==> src/hdl/udp_ipv4_header_parser_defines.svh <==
// Assertion macros shared by the header parser modules.
// No dependencies; included inside module bodies that check their own logic.
`ifndef UDP_IPV4_HEADER_PARSER_DEFINES_SVH
`define UDP_IPV4_HEADER_PARSER_DEFINES_SVH

// Same-cycle implication, disabled during reset.
`define UHP_ASSERT_NOW(label, clk, rst, ante, cons) \
  label: assert property (@(posedge clk) disable iff (rst) (ante) |-> (cons)) \
    else $error("header parser check failed");

// Next-cycle implication, disabled during reset.
`define UHP_ASSERT_NEXT(label, clk, rst, ante, cons) \
  label: assert property (@(posedge clk) disable iff (rst) (ante) |=> (cons)) \
    else $error("header parser check failed");

`endif

==> src/hdl/udp_hp_pkg.sv <==
// Types and constants for the UDP/IPv4 header parser.
// No dependencies; imported by the front, queue, back and top modules.
package udp_hp_pkg;

  // Width of the clamped frame size carried from front to back
  localparam int SIZE_W = 17;

  localparam logic [15:0] LINK_TYPE_ETH  = 16'h0001;
  localparam logic [15:0] TPID_8021Q     = 16'h8100;
  localparam logic [15:0] TPID_8021AD    = 16'h88A8;
  localparam logic [15:0] ETHERTYPE_IPV4 = 16'h0800;
  localparam logic [15:0] FRAG_OFS_MASK  = 16'h1FFF;
  localparam logic [15:0] FLAG_MF        = 16'h2000;
  localparam logic [7:0]  IP_PROTO_UDP   = 8'd17;
  localparam logic [4:0]  ETH_HDR_LEN    = 5'd14;
  localparam logic [4:0]  VLAN_HDR_LEN   = 5'd18;
  localparam logic [6:0]  IP_MIN_HDR     = 7'd20;
  localparam logic [6:0]  UDP_HDR_LEN    = 7'd8;
  localparam logic [3:0]  IP_VERSION4    = 4'd4;

  typedef enum logic [3:0] {
    ERR_OK            = 4'd0,
    ERR_LINK          = 4'd1,
    ERR_SHORT_ETH     = 4'd2,
    ERR_SHORT_VLAN    = 4'd3,
    ERR_NOT_IPV4      = 4'd4,
    ERR_SHORT_IP      = 4'd5,
    ERR_VERSION       = 4'd6,
    ERR_IHL           = 4'd7,
    ERR_IP_HDR_TRUNC  = 4'd8,
    ERR_TOTAL_LEN     = 4'd9,
    ERR_IP_TRUNC      = 4'd10,
    ERR_FRAGMENT      = 4'd11,
    ERR_NOT_UDP       = 4'd12,
    ERR_UDP_HDR_TRUNC = 4'd13,
    ERR_UDP_LEN       = 4'd14,
    ERR_PAYLOAD_TRUNC = 4'd15
  } err_code_t;

  // Captured header fields of one finished frame
  typedef struct packed {
    logic [15:0]       link_kind;
    logic [15:0]       outer_type;
    logic [15:0]       inner_type;
    logic [7:0]        version_ihl;
    logic [15:0]       total_length;
    logic [15:0]       flags_fragment;
    logic [7:0]        protocol;
    logic [31:0]       src_addr;
    logic [31:0]       dst_addr;
    logic [15:0]       src_port;
    logic [15:0]       dst_port;
    logic [15:0]       udp_length;
    logic [SIZE_W-1:0] frame_size;
  } hdr_rec_t;

endpackage

==> src/hdl/udp_hp_front.sv <==
// Front end: counts frame bytes and captures header fields at their offsets.
// Depends on udp_hp_pkg; pushes one hdr_rec_t per frame into the queue.
module udp_hp_front #(
  parameter int COUNT_BITS = 17
) (
  input  logic                 clk,
  input  logic                 rst,
  input  logic [7:0]           frame_byte,
  input  logic [15:0]          link_kind,
  input  logic                 last_byte,
  input  logic                 byte_valid,
  output logic                 byte_stall,
  input  logic                 queue_full,
  output logic                 push,
  output udp_hp_pkg::hdr_rec_t push_rec
);
  import udp_hp_pkg::*;

  `include "udp_ipv4_header_parser_defines.svh"

  localparam logic [COUNT_BITS-1:0] COUNT_MAX = {COUNT_BITS{1'b1}};

  logic [COUNT_BITS-1:0] byte_index, byte_index_next;
  logic [15:0] held_link_kind, held_link_kind_next;
  logic [15:0] outer_type, outer_type_next;
  logic [15:0] inner_type, inner_type_next;
  logic [7:0]  version_ihl, version_ihl_next;
  logic [15:0] total_length, total_length_next;
  logic [15:0] flags_fragment, flags_fragment_next;
  logic [7:0]  protocol, protocol_next;
  logic [31:0] src_addr, src_addr_next;
  logic [31:0] dst_addr, dst_addr_next;
  logic [15:0] src_port, src_port_next;
  logic [15:0] dst_port, dst_port_next;
  logic [15:0] udp_length, udp_length_next;

  logic                  accept;
  logic                  has_tag;
  logic [COUNT_BITS-1:0] p;
  logic [COUNT_BITS-1:0] net_pos;
  logic [COUNT_BITS-1:0] udp_pos;
  logic [SIZE_W-1:0]     size_clamped;

  assign byte_stall = queue_full;
  assign accept     = byte_valid & ~byte_stall;
  assign p          = byte_index;

  // Locate network and transport headers from what is captured so far
  assign has_tag = (outer_type == TPID_8021Q) || (outer_type == TPID_8021AD);
  assign net_pos = has_tag ? COUNT_BITS'(VLAN_HDR_LEN) : COUNT_BITS'(ETH_HDR_LEN);
  assign udp_pos = net_pos + COUNT_BITS'({version_ihl[3:0], 2'b00});

  // Shift each field in at its byte offset
  always_comb begin
    held_link_kind_next = held_link_kind;
    outer_type_next     = outer_type;
    inner_type_next     = inner_type;
    version_ihl_next    = version_ihl;
    total_length_next   = total_length;
    flags_fragment_next = flags_fragment;
    protocol_next       = protocol;
    src_addr_next       = src_addr;
    dst_addr_next       = dst_addr;
    src_port_next       = src_port;
    dst_port_next       = dst_port;
    udp_length_next     = udp_length;

    if (p == '0) begin
      held_link_kind_next = link_kind;
    end
    if (p == COUNT_BITS'(12) || p == COUNT_BITS'(13)) begin
      outer_type_next = {outer_type[7:0], frame_byte};
    end
    if (p == COUNT_BITS'(16) || p == COUNT_BITS'(17)) begin
      inner_type_next = {inner_type[7:0], frame_byte};
    end
    if (p == net_pos) begin
      version_ihl_next = frame_byte;
    end
    if (p == net_pos + COUNT_BITS'(2) || p == net_pos + COUNT_BITS'(3)) begin
      total_length_next = {total_length[7:0], frame_byte};
    end
    if (p == net_pos + COUNT_BITS'(6) || p == net_pos + COUNT_BITS'(7)) begin
      flags_fragment_next = {flags_fragment[7:0], frame_byte};
    end
    if (p == net_pos + COUNT_BITS'(9)) begin
      protocol_next = frame_byte;
    end
    if (p >= net_pos + COUNT_BITS'(12) && p <= net_pos + COUNT_BITS'(15)) begin
      src_addr_next = {src_addr[23:0], frame_byte};
    end
    if (p >= net_pos + COUNT_BITS'(16) && p <= net_pos + COUNT_BITS'(19)) begin
      dst_addr_next = {dst_addr[23:0], frame_byte};
    end
    if (p > net_pos) begin
      if (p == udp_pos || p == udp_pos + COUNT_BITS'(1)) begin
        src_port_next = {src_port[7:0], frame_byte};
      end
      if (p == udp_pos + COUNT_BITS'(2) || p == udp_pos + COUNT_BITS'(3)) begin
        dst_port_next = {dst_port[7:0], frame_byte};
      end
      if (p == udp_pos + COUNT_BITS'(4) || p == udp_pos + COUNT_BITS'(5)) begin
        udp_length_next = {udp_length[7:0], frame_byte};
      end
    end
  end

  // Saturating byte count, then clamp it to the width the checks need
  assign byte_index_next = (p == COUNT_MAX) ? p : p + COUNT_BITS'(1);
  assign size_clamped    = (|(byte_index_next >> SIZE_W)) ? {SIZE_W{1'b1}}
                                                          : byte_index_next[SIZE_W-1:0];

  // Hand the finished header to the back end on the last byte
  assign push = accept & last_byte;
  always_comb begin
    push_rec.link_kind      = held_link_kind_next;
    push_rec.outer_type     = outer_type_next;
    push_rec.inner_type     = inner_type_next;
    push_rec.version_ihl    = version_ihl_next;
    push_rec.total_length   = total_length_next;
    push_rec.flags_fragment = flags_fragment_next;
    push_rec.protocol       = protocol_next;
    push_rec.src_addr       = src_addr_next;
    push_rec.dst_addr       = dst_addr_next;
    push_rec.src_port       = src_port_next;
    push_rec.dst_port       = dst_port_next;
    push_rec.udp_length     = udp_length_next;
    push_rec.frame_size     = size_clamped;
  end

  // Advance on each accepted request; clear everything at the end of a frame
  always_ff @(posedge clk) begin
    if (rst || push) begin
      byte_index     <= '0;
      held_link_kind <= '0;
      outer_type     <= '0;
      inner_type     <= '0;
      version_ihl    <= '0;
      total_length   <= '0;
      flags_fragment <= '0;
      protocol       <= '0;
      src_addr       <= '0;
      dst_addr       <= '0;
      src_port       <= '0;
      dst_port       <= '0;
      udp_length     <= '0;
    end else if (accept) begin
      byte_index     <= byte_index_next;
      held_link_kind <= held_link_kind_next;
      outer_type     <= outer_type_next;
      inner_type     <= inner_type_next;
      version_ihl    <= version_ihl_next;
      total_length   <= total_length_next;
      flags_fragment <= flags_fragment_next;
      protocol       <= protocol_next;
      src_addr       <= src_addr_next;
      dst_addr       <= dst_addr_next;
      src_port       <= src_port_next;
      dst_port       <= dst_port_next;
      udp_length     <= udp_length_next;
    end
  end

  `UHP_ASSERT_NEXT(a_count_clears_at_end, clk, rst, push, byte_index == '0)
  `UHP_ASSERT_NEXT(a_count_advances, clk, rst,
                   accept && !last_byte && byte_index != COUNT_MAX,
                   byte_index == $past(byte_index) + COUNT_BITS'(1))

endmodule

==> src/hdl/udp_hp_queue.sv <==
// Two-entry queue of captured headers between front and back ends.
// Depends on udp_hp_pkg for hdr_rec_t.
module udp_hp_queue (
  input  logic                 clk,
  input  logic                 rst,
  input  logic                 push,
  input  udp_hp_pkg::hdr_rec_t push_rec,
  output logic                 full,
  input  logic                 pop,
  output logic                 not_empty,
  output udp_hp_pkg::hdr_rec_t head_rec
);
  import udp_hp_pkg::*;

  `include "udp_ipv4_header_parser_defines.svh"

  localparam int DEPTH = 2;
  localparam int PTR_W = $clog2(DEPTH);

  hdr_rec_t         entries [DEPTH];
  logic [PTR_W-1:0] wr_ptr;
  logic [PTR_W-1:0] rd_ptr;
  logic [PTR_W:0]   count;
  logic             do_push;
  logic             do_pop;

  assign full      = (count == (PTR_W + 1)'(DEPTH));
  assign not_empty = (count != '0);
  assign do_push   = push & ~full;
  assign do_pop    = pop & not_empty;
  assign head_rec  = entries[rd_ptr];

  // Store payload without reset
  always_ff @(posedge clk) begin
    if (do_push) begin
      entries[wr_ptr] <= push_rec;
    end
  end

  // Track pointers and fill level
  always_ff @(posedge clk) begin
    if (rst) begin
      wr_ptr <= '0;
      rd_ptr <= '0;
      count  <= '0;
    end else begin
      if (do_push) begin
        wr_ptr <= wr_ptr + PTR_W'(1);
      end
      if (do_pop) begin
        rd_ptr <= rd_ptr + PTR_W'(1);
      end
      if (do_push && !do_pop) begin
        count <= count + (PTR_W + 1)'(1);
      end else if (do_pop && !do_push) begin
        count <= count - (PTR_W + 1)'(1);
      end
    end
  end

  `UHP_ASSERT_NOW(a_count_bound, clk, rst, 1'b1, count <= (PTR_W + 1)'(DEPTH))
  `UHP_ASSERT_NEXT(a_count_grows, clk, rst, do_push && !do_pop,
                   count == $past(count) + (PTR_W + 1)'(1))

endmodule

==> src/hdl/udp_hp_back.sv <==
// Back end: runs the ordered header checks and holds the result register.
// Depends on udp_hp_pkg; pops one hdr_rec_t per result.
module udp_hp_back (
  input  logic                 clk,
  input  logic                 rst,
  input  logic                 rec_valid,
  input  udp_hp_pkg::hdr_rec_t rec,
  output logic                 rec_pop,
  output logic                 result_valid,
  input  logic                 result_stall,
  output logic                 packet_ok,
  output logic [3:0]           error_code,
  output logic [31:0]          source_address,
  output logic [31:0]          dest_address,
  output logic [15:0]          source_port,
  output logic [15:0]          dest_port,
  output logic [6:0]           payload_start,
  output logic [15:0]          payload_bytes
);
  import udp_hp_pkg::*;

  `include "udp_ipv4_header_parser_defines.svh"

  localparam int CW = SIZE_W + 1;

  logic        has_tag;
  logic [15:0] eth_type;
  logic [4:0]  net;
  logic [5:0]  hl;
  logic [6:0]  udp;
  logic [CW-1:0] size_w;
  logic [CW-1:0] ip_end;
  logic [CW-1:0] udp_end;
  err_code_t   code;
  logic        load;

  // Header geometry of the frame at the queue head
  assign has_tag  = (rec.outer_type == TPID_8021Q) || (rec.outer_type == TPID_8021AD);
  assign eth_type = has_tag ? rec.inner_type : rec.outer_type;
  assign net      = has_tag ? VLAN_HDR_LEN : ETH_HDR_LEN;
  assign hl       = {rec.version_ihl[3:0], 2'b00};
  assign udp      = 7'(net) + 7'(hl);
  assign size_w   = CW'(rec.frame_size);
  assign ip_end   = CW'(net) + CW'(rec.total_length);
  assign udp_end  = CW'(udp) + CW'(rec.udp_length);

  // Report the first failing check
  always_comb begin
    if (rec.link_kind != LINK_TYPE_ETH) begin
      code = ERR_LINK;
    end else if (size_w < CW'(ETH_HDR_LEN)) begin
      code = ERR_SHORT_ETH;
    end else if (has_tag && size_w < CW'(VLAN_HDR_LEN)) begin
      code = ERR_SHORT_VLAN;
    end else if (eth_type != ETHERTYPE_IPV4) begin
      code = ERR_NOT_IPV4;
    end else if (size_w < CW'(net) + CW'(IP_MIN_HDR)) begin
      code = ERR_SHORT_IP;
    end else if (rec.version_ihl[7:4] != IP_VERSION4) begin
      code = ERR_VERSION;
    end else if (7'(hl) < IP_MIN_HDR) begin
      code = ERR_IHL;
    end else if (size_w < CW'(udp)) begin
      code = ERR_IP_HDR_TRUNC;
    end else if (rec.total_length < 16'(7'(hl) + UDP_HDR_LEN)) begin
      code = ERR_TOTAL_LEN;
    end else if (size_w < ip_end) begin
      code = ERR_IP_TRUNC;
    end else if ((rec.flags_fragment & FRAG_OFS_MASK) != '0 ||
                 (rec.flags_fragment & FLAG_MF) != '0) begin
      code = ERR_FRAGMENT;
    end else if (rec.protocol != IP_PROTO_UDP) begin
      code = ERR_NOT_UDP;
    end else if (size_w < CW'(udp + UDP_HDR_LEN)) begin
      code = ERR_UDP_HDR_TRUNC;
    end else if (rec.udp_length < 16'(UDP_HDR_LEN)) begin
      code = ERR_UDP_LEN;
    end else if (udp_end > ip_end || udp_end > size_w) begin
      code = ERR_PAYLOAD_TRUNC;
    end else begin
      code = ERR_OK;
    end
  end

  // Load the result register when it is empty or being drained
  assign load    = rec_valid & (~result_valid | ~result_stall);
  assign rec_pop = load;

  always_ff @(posedge clk) begin
    if (rst) begin
      result_valid <= 1'b0;
    end else if (load) begin
      result_valid <= 1'b1;
    end else if (!result_stall) begin
      result_valid <= 1'b0;
    end
  end

  // Hold result payload; zero the fields a failing check leaves unproven
  always_ff @(posedge clk) begin
    if (load) begin
      packet_ok  <= (code == ERR_OK);
      error_code <= code;
      if (code == ERR_OK || code >= ERR_UDP_HDR_TRUNC) begin
        source_address <= rec.src_addr;
        dest_address   <= rec.dst_addr;
      end else begin
        source_address <= '0;
        dest_address   <= '0;
      end
      if (code == ERR_OK || code >= ERR_UDP_LEN) begin
        source_port <= rec.src_port;
        dest_port   <= rec.dst_port;
      end else begin
        source_port <= '0;
        dest_port   <= '0;
      end
      if (code == ERR_OK) begin
        payload_start <= udp + UDP_HDR_LEN;
        payload_bytes <= rec.udp_length - 16'(UDP_HDR_LEN);
      end else begin
        payload_start <= '0;
        payload_bytes <= '0;
      end
    end
  end

  `UHP_ASSERT_NOW(a_ok_matches_code, clk, rst, result_valid,
                  packet_ok == (error_code == ERR_OK))
  `UHP_ASSERT_NOW(a_fail_no_payload, clk, rst, result_valid && error_code != ERR_OK,
                  payload_start == '0 && payload_bytes == '0)

endmodule

==> src/hdl/udp_ipv4_header_parser.sv <==
// Top level of the Ethernet/VLAN/IPv4/UDP header parser.
// Depends on udp_hp_pkg, udp_hp_front, udp_hp_queue and udp_hp_back.
//
// Usage:
//   Byte channel (frame_byte, link_kind, last_byte, byte_valid/byte_stall)
//   takes one frame byte per request, in wire order; link_kind is sampled on
//   the first byte of each frame and last_byte marks the final byte.
//   Result channel (result_valid/result_stall) returns one result per frame:
//   packet_ok, error_code and the address, port and payload fields.
//   Throughput: one byte every cycle while byte_stall is low; the front end
//   captures header fields as bytes stream past and stalls only on a full queue.
//   Result path: the last byte taken writes its header into the two-entry
//   queue, and the check stage loads the result register from the queue
//   head, which raises result_valid; a stalled result register delays it.
//   Stall: while result_stall is high the result holds; up to two further
//   finished frames wait in the queue, and byte_stall rises only when the
//   queue is full.
//   Reset: rst is synchronous; it clears the byte counter, captured fields,
//   queue and result valid, and the block takes bytes the next cycle.
module udp_ipv4_header_parser #(
  parameter int COUNT_BITS = 17
) (
  input  logic        clk,
  input  logic        rst,
  input  logic [7:0]  frame_byte,
  input  logic [15:0] link_kind,
  input  logic        last_byte,
  input  logic        byte_valid,
  output logic        byte_stall,
  output logic        result_valid,
  input  logic        result_stall,
  output logic        packet_ok,
  output logic [3:0]  error_code,
  output logic [31:0] source_address,
  output logic [31:0] dest_address,
  output logic [15:0] source_port,
  output logic [15:0] dest_port,
  output logic [6:0]  payload_start,
  output logic [15:0] payload_bytes
);
  import udp_hp_pkg::*;

  hdr_rec_t push_rec;
  hdr_rec_t head_rec;
  logic     push;
  logic     queue_full;
  logic     queue_not_empty;
  logic     pop;

  udp_hp_front #(
    .COUNT_BITS(COUNT_BITS)
  ) u_front (
    .clk        (clk),
    .rst        (rst),
    .frame_byte (frame_byte),
    .link_kind  (link_kind),
    .last_byte  (last_byte),
    .byte_valid (byte_valid),
    .byte_stall (byte_stall),
    .queue_full (queue_full),
    .push       (push),
    .push_rec   (push_rec)
  );

  udp_hp_queue u_queue (
    .clk       (clk),
    .rst       (rst),
    .push      (push),
    .push_rec  (push_rec),
    .full      (queue_full),
    .pop       (pop),
    .not_empty (queue_not_empty),
    .head_rec  (head_rec)
  );

  udp_hp_back u_back (
    .clk            (clk),
    .rst            (rst),
    .rec_valid      (queue_not_empty),
    .rec            (head_rec),
    .rec_pop        (pop),
    .result_valid   (result_valid),
    .result_stall   (result_stall),
    .packet_ok      (packet_ok),
    .error_code     (error_code),
    .source_address (source_address),
    .dest_address   (dest_address),
    .source_port    (source_port),
    .dest_port      (dest_port),
    .payload_start  (payload_start),
    .payload_bytes  (payload_bytes)
  );

endmodule

==> config.mk <==
export PLATFORM = sky130hd
export DESIGN_NAME = udp_ipv4_header_parser
export DESIGN_NICKNAME = d
export VERILOG_FILES = /design/src/hdl/udp_hp_pkg.sv /design/src/hdl/udp_hp_front.sv /design/src/hdl/udp_hp_queue.sv /design/src/hdl/udp_hp_back.sv /design/src/hdl/udp_ipv4_header_parser.sv
export VERILOG_INCLUDE_DIRS = /design/src /design/src/hdl
export SDC_FILE = /design/constraint.sdc
export NUM_CORES = 1
export LEC_CHECK = 0
export BUFFER_PORTS_ARGS = -buffer_cell sky130_fd_sc_hd__buf_2
export CAP_MARGIN = 10
export CELL_PAD_IN_SITES_DETAIL_PLACEMENT = 1
export CELL_PAD_IN_SITES_GLOBAL_PLACEMENT = 2
export CORE_ASPECT_RATIO = 0.5
export CORE_MARGIN = 2
export CORE_UTILIZATION = 43
export DETAILED_ROUTE_END_ITERATION = 12
export PLACE_DENSITY_LB_ADDON = 0.05
export SLEW_MARGIN = 20
export SYNTH_ARGS = -nofsm -noshare
export SYNTH_HDL_FRONTEND = slang
export SYNTH_SLANG_ARGS = --single-unit
export TNS_END_PERCENT = 10
==> constraint.sdc <==
create_clock -name clk -period 15.9 [get_ports clk]
set_input_delay 3.18 -clock clk [delete_from_list [all_inputs] [get_ports clk]]
set_output_delay 3.18 -clock clk [all_outputs]
set_load 0.01 [all_outputs]
==> flow_summary.yaml <==
run_status:
  outcome: "completed"
logic_synthesis:
  synth-edff-count: 569
  yosys.area_share.simple: 0.123
  synth_seq_cells: 798
  muxShareOfSynthArea: 0.118
  synth_top_family_by_area: "simple AND/OR/NAND/NOR gates"
  synthDistinctLibCells: 83
  synth-xor-area-share: 0.0204
  ys_seq_area_frac: 0.629
  async_reset_ff_frac: 0
  syn_inst: 2749
  ys_warn_count: 0
  synthAdderAreaFrac: 0.0364
  synth.largest_area_cell: "edfxtp_1"
  synthFlopType: "edfxtp_1"
  synth_area_um2: 34500
  netlist.area_leader.share: 0.496
  avgSynthCellArea_um2: 12.5
  yosys-top-cells-area: "edfxtp_1, dfxtp_1, mux2_2, mux2i_1, nor2_1"
  synthesis.nets: 2876
  synth_compound_area_frac: 0.0463
clock_tree:
  cts.sinks: 798
  htreeDepth: 3
  clkSlewWorstSetupHoldPaths_ns: 0.06
  ctsHoldBuffers: 0
  clockBufferDepth: 3
  numCtsBuffers: 76
  postCtsSetupBuffers: 0
  clk_latency_ns: 0.67
  tritoncts: "yes"
  ctsResizeCount: 0
  root_buffer: "clkbuf_16"
power_and_ir_drop:
  leakagePower_nw: 14.3
  max-vdd-ir-drop_v: 0.0000993
  power_density_nw_per_um2: 157
  total_power_mw: 6.10
critical_path:
  critical_path.top_delay_family: "buffers and inverters"
  critPathMostFrequentCell: "buf_4"
  worst-setup-path-type: "reg -> reg"
  crit_path_end_kind: "register"
  worstPathRequired_ns: 16.27
  cp_max_fo: 58
  cp-start-kind: "register"
  crit_path_max_incr_delay_ns: 0.78
  crit_arrival_ns: 9.58
  path_buf_inv: 4
  crit_path_top_delay_cell: "buf_4"
final_layout:
  area_delta_synth_final_pct: 12.7
  final_area_um2: 38900
  drive_above_1_share: 0.177
  nNetsFinal: 2994
  utilization: 0.490
  layout.cells.non_filler: 3981
floorplan:
  row_count: 73
  fp.dieW_um: 404
  core_area_um2: 79400
  pin_count: 155
  die_h_um: 204
  fp.dieArea_um2: 82600
  initial_core_util: 0.434
timing:
  slew_headroom: 0.267
  fin_ws_ns: 6.70
  period_minus_slack_ns: 9.20
  holdWs_ns: 0.454
  finalSetupViolations: 0
  rsz0062_at_grt: "false"
  min_period_over_period: 0.579
  fin_skew_ns: 0.0419
  report.final.slew_viol_count: 0
  finalHoldViolations: 0
  tightest_slew_ns: 1.10
  max_freq_mhz: 109
  fin_tns_setup_ns: 0
route:
  drtIter0Drc: 1238
  drc: 0
  ant_nets: 0
  drt-pass1-iter-count: 5
  vias_per_cell: 5.39
  num_vias: 21400
  wl_per_cell_um: 21.8
  detail_route.wirelength_mm: 86.7
placed_design:
  gp_congestion: 0.855
  place_ws_ns: 6.73
  dpl_cell_area_um2: 36200
  port_buffers: 153
  dp_hpwl_mm: 55.6
  dp_cells: 3839
global_routing:
  grt_usage: 0.211
  grt_pass1_vias: 22400
  use_met2: 0.358
  grtUsageMet3: 0.0333
  grt_pass1_wl_mm: 133
  grt_start_max_net_pins: 164
  grt_use_met1: 0.282
  overflow: 0
  grt_antenna_before_repair: 8
  grt_busiest_layer: "met2"
run:
  drv_cap: 0
worst_hold_path:
  hp-class: "reg -> reg"
## cell type report
| class | instances | area [µm²] |
|---|---|---|
| inverters | 86 | 328 |
| fillers | 8120 | 40500 |
| diodes | 1 | 2.50 |
| clock buffers | 106 | 2200 |
| flip-flops and latches | 798 | 21700 |
| clock inverters | 35 | 454 |
| well taps | 1050 | 1310 |
| multi-input cells | 1724 | 11900 |
| repair buffers | 181 | 1000 |
## cells in the mapped netlist, types with 25 or more instances
cell type    n
nand4_1     25
xnor2_1     34
nor2_1     415
nor4_1      28
edfxtp_1   569
a211oi_1    39
nand3_1     34
mux2i_1    196
nand2_1    153
xor2_1      41
a21oi_1    105
clkbuf_1   100
inv_1       84
mux2_2     184
nor3_1     155
ha_1        94
dfxtp_1    229
## worst reg2reg max path, stage by stage (launching register included)
cell and delay [ns]:
dfxtp_4 0.42, buf_4 0.59, buf_4 0.64, buf_4 0.81, mux2_2 0.51, ha_1 0.30, a21o_1 0.16, a21oi_1 0.27
xor2_1 0.42, ha_1 0.25, o21bai_1 0.12, a21oi_1 0.12, nor3_1 0.50, or4b_1 0.50, xor2_1 0.20, ha_1 0.37
nand4_1 0.14, nor4_1 0.51, a31oi_1 0.17, a22oi_1 0.21, and2_1 0.20, nor3b_1 0.48, a41oi_1 0.28, o311ai_4 0.15
buf_4 0.45, nor2_1 0.17
## registers in the layout (all words and copies together) (netlist names), 6 cells and up, named ones only
signal and cells:
u_front.protocol 8, u_front.dst_port 16, u_back.source_port 16, u_back.payload_start 6
u_front.inner_type 16, u_front.version_ihl 8, u_front.dst_addr 32, u_back.payload_bytes 16
u_queue.entries 446, u_back.source_address 32, u_back.dest_address 32, u_front.byte_index 17
u_back.dest_port 16, u_front.udp_length 16, u_front.total_length 16, u_front.outer_type 16
u_front.src_addr 32, u_front.held_link_kind 16, u_front.flags_fragment 14, u_front.src_port 16
## report_power, final
part	leakage, nW	switching [mW]	internal (mW)
sequential	7.27	0.122	2.61
clock	1.30	0.815	1.12
combinational	5.69	0.920	0.518
total	14.3	1.86	4.25
## layout by cell type, fill, tap and decap left out, types with 34 or more instances in the layout
cell type,Yosys,routed
a211oi_1,39,39
a21oi_1,105,104
buf_2,18,153
clkbuf_16,0,80
dfxtp_1,229,228
edfxtp_1,569,569
ha_1,94,94
inv_1,84,83
mux2_2,184,184
mux2i_1,196,196
nand2_1,153,152
nand3_1,34,34
nor2_1,415,414
nor3_1,155,155
xnor2_1,34,34
xor2_1,41,41
## layer usage
layer | wire [µm] | share of wire
met4 | 1990 | 0.023
met3 | 3020 | 0.035
met5 | 0 | 0
met2 | 41600 | 0.48
met1 | 40100 | 0.46
## logic make-up after synthesis
| group | after synthesis |
|---|---|
| muxes | 381 |
| DFF | 798 |
| and+or+nand+nor | 921 |
| xor gates and xnor gates | 77 |
| AOI/OAI and AO/OA | 246 |
| buffers and inverters | 227 |
| adders and majority gates | 98 |
| other | 1 |
## path summary, 6_finish.rpt
path,startpoint,endpoint,slack (ns),cells past startpoint
min reg2reg,u_front.src_port[8],u_front.src_port[8],0.45,2
min,u_front.src_port[8],u_front.src_port[8],0.45,2
max reg2reg,register,u_back.dest_address[22],6.70,25
max,register,u_back.dest_address[22],6.70,25
(Power assumes the default switching activity.)
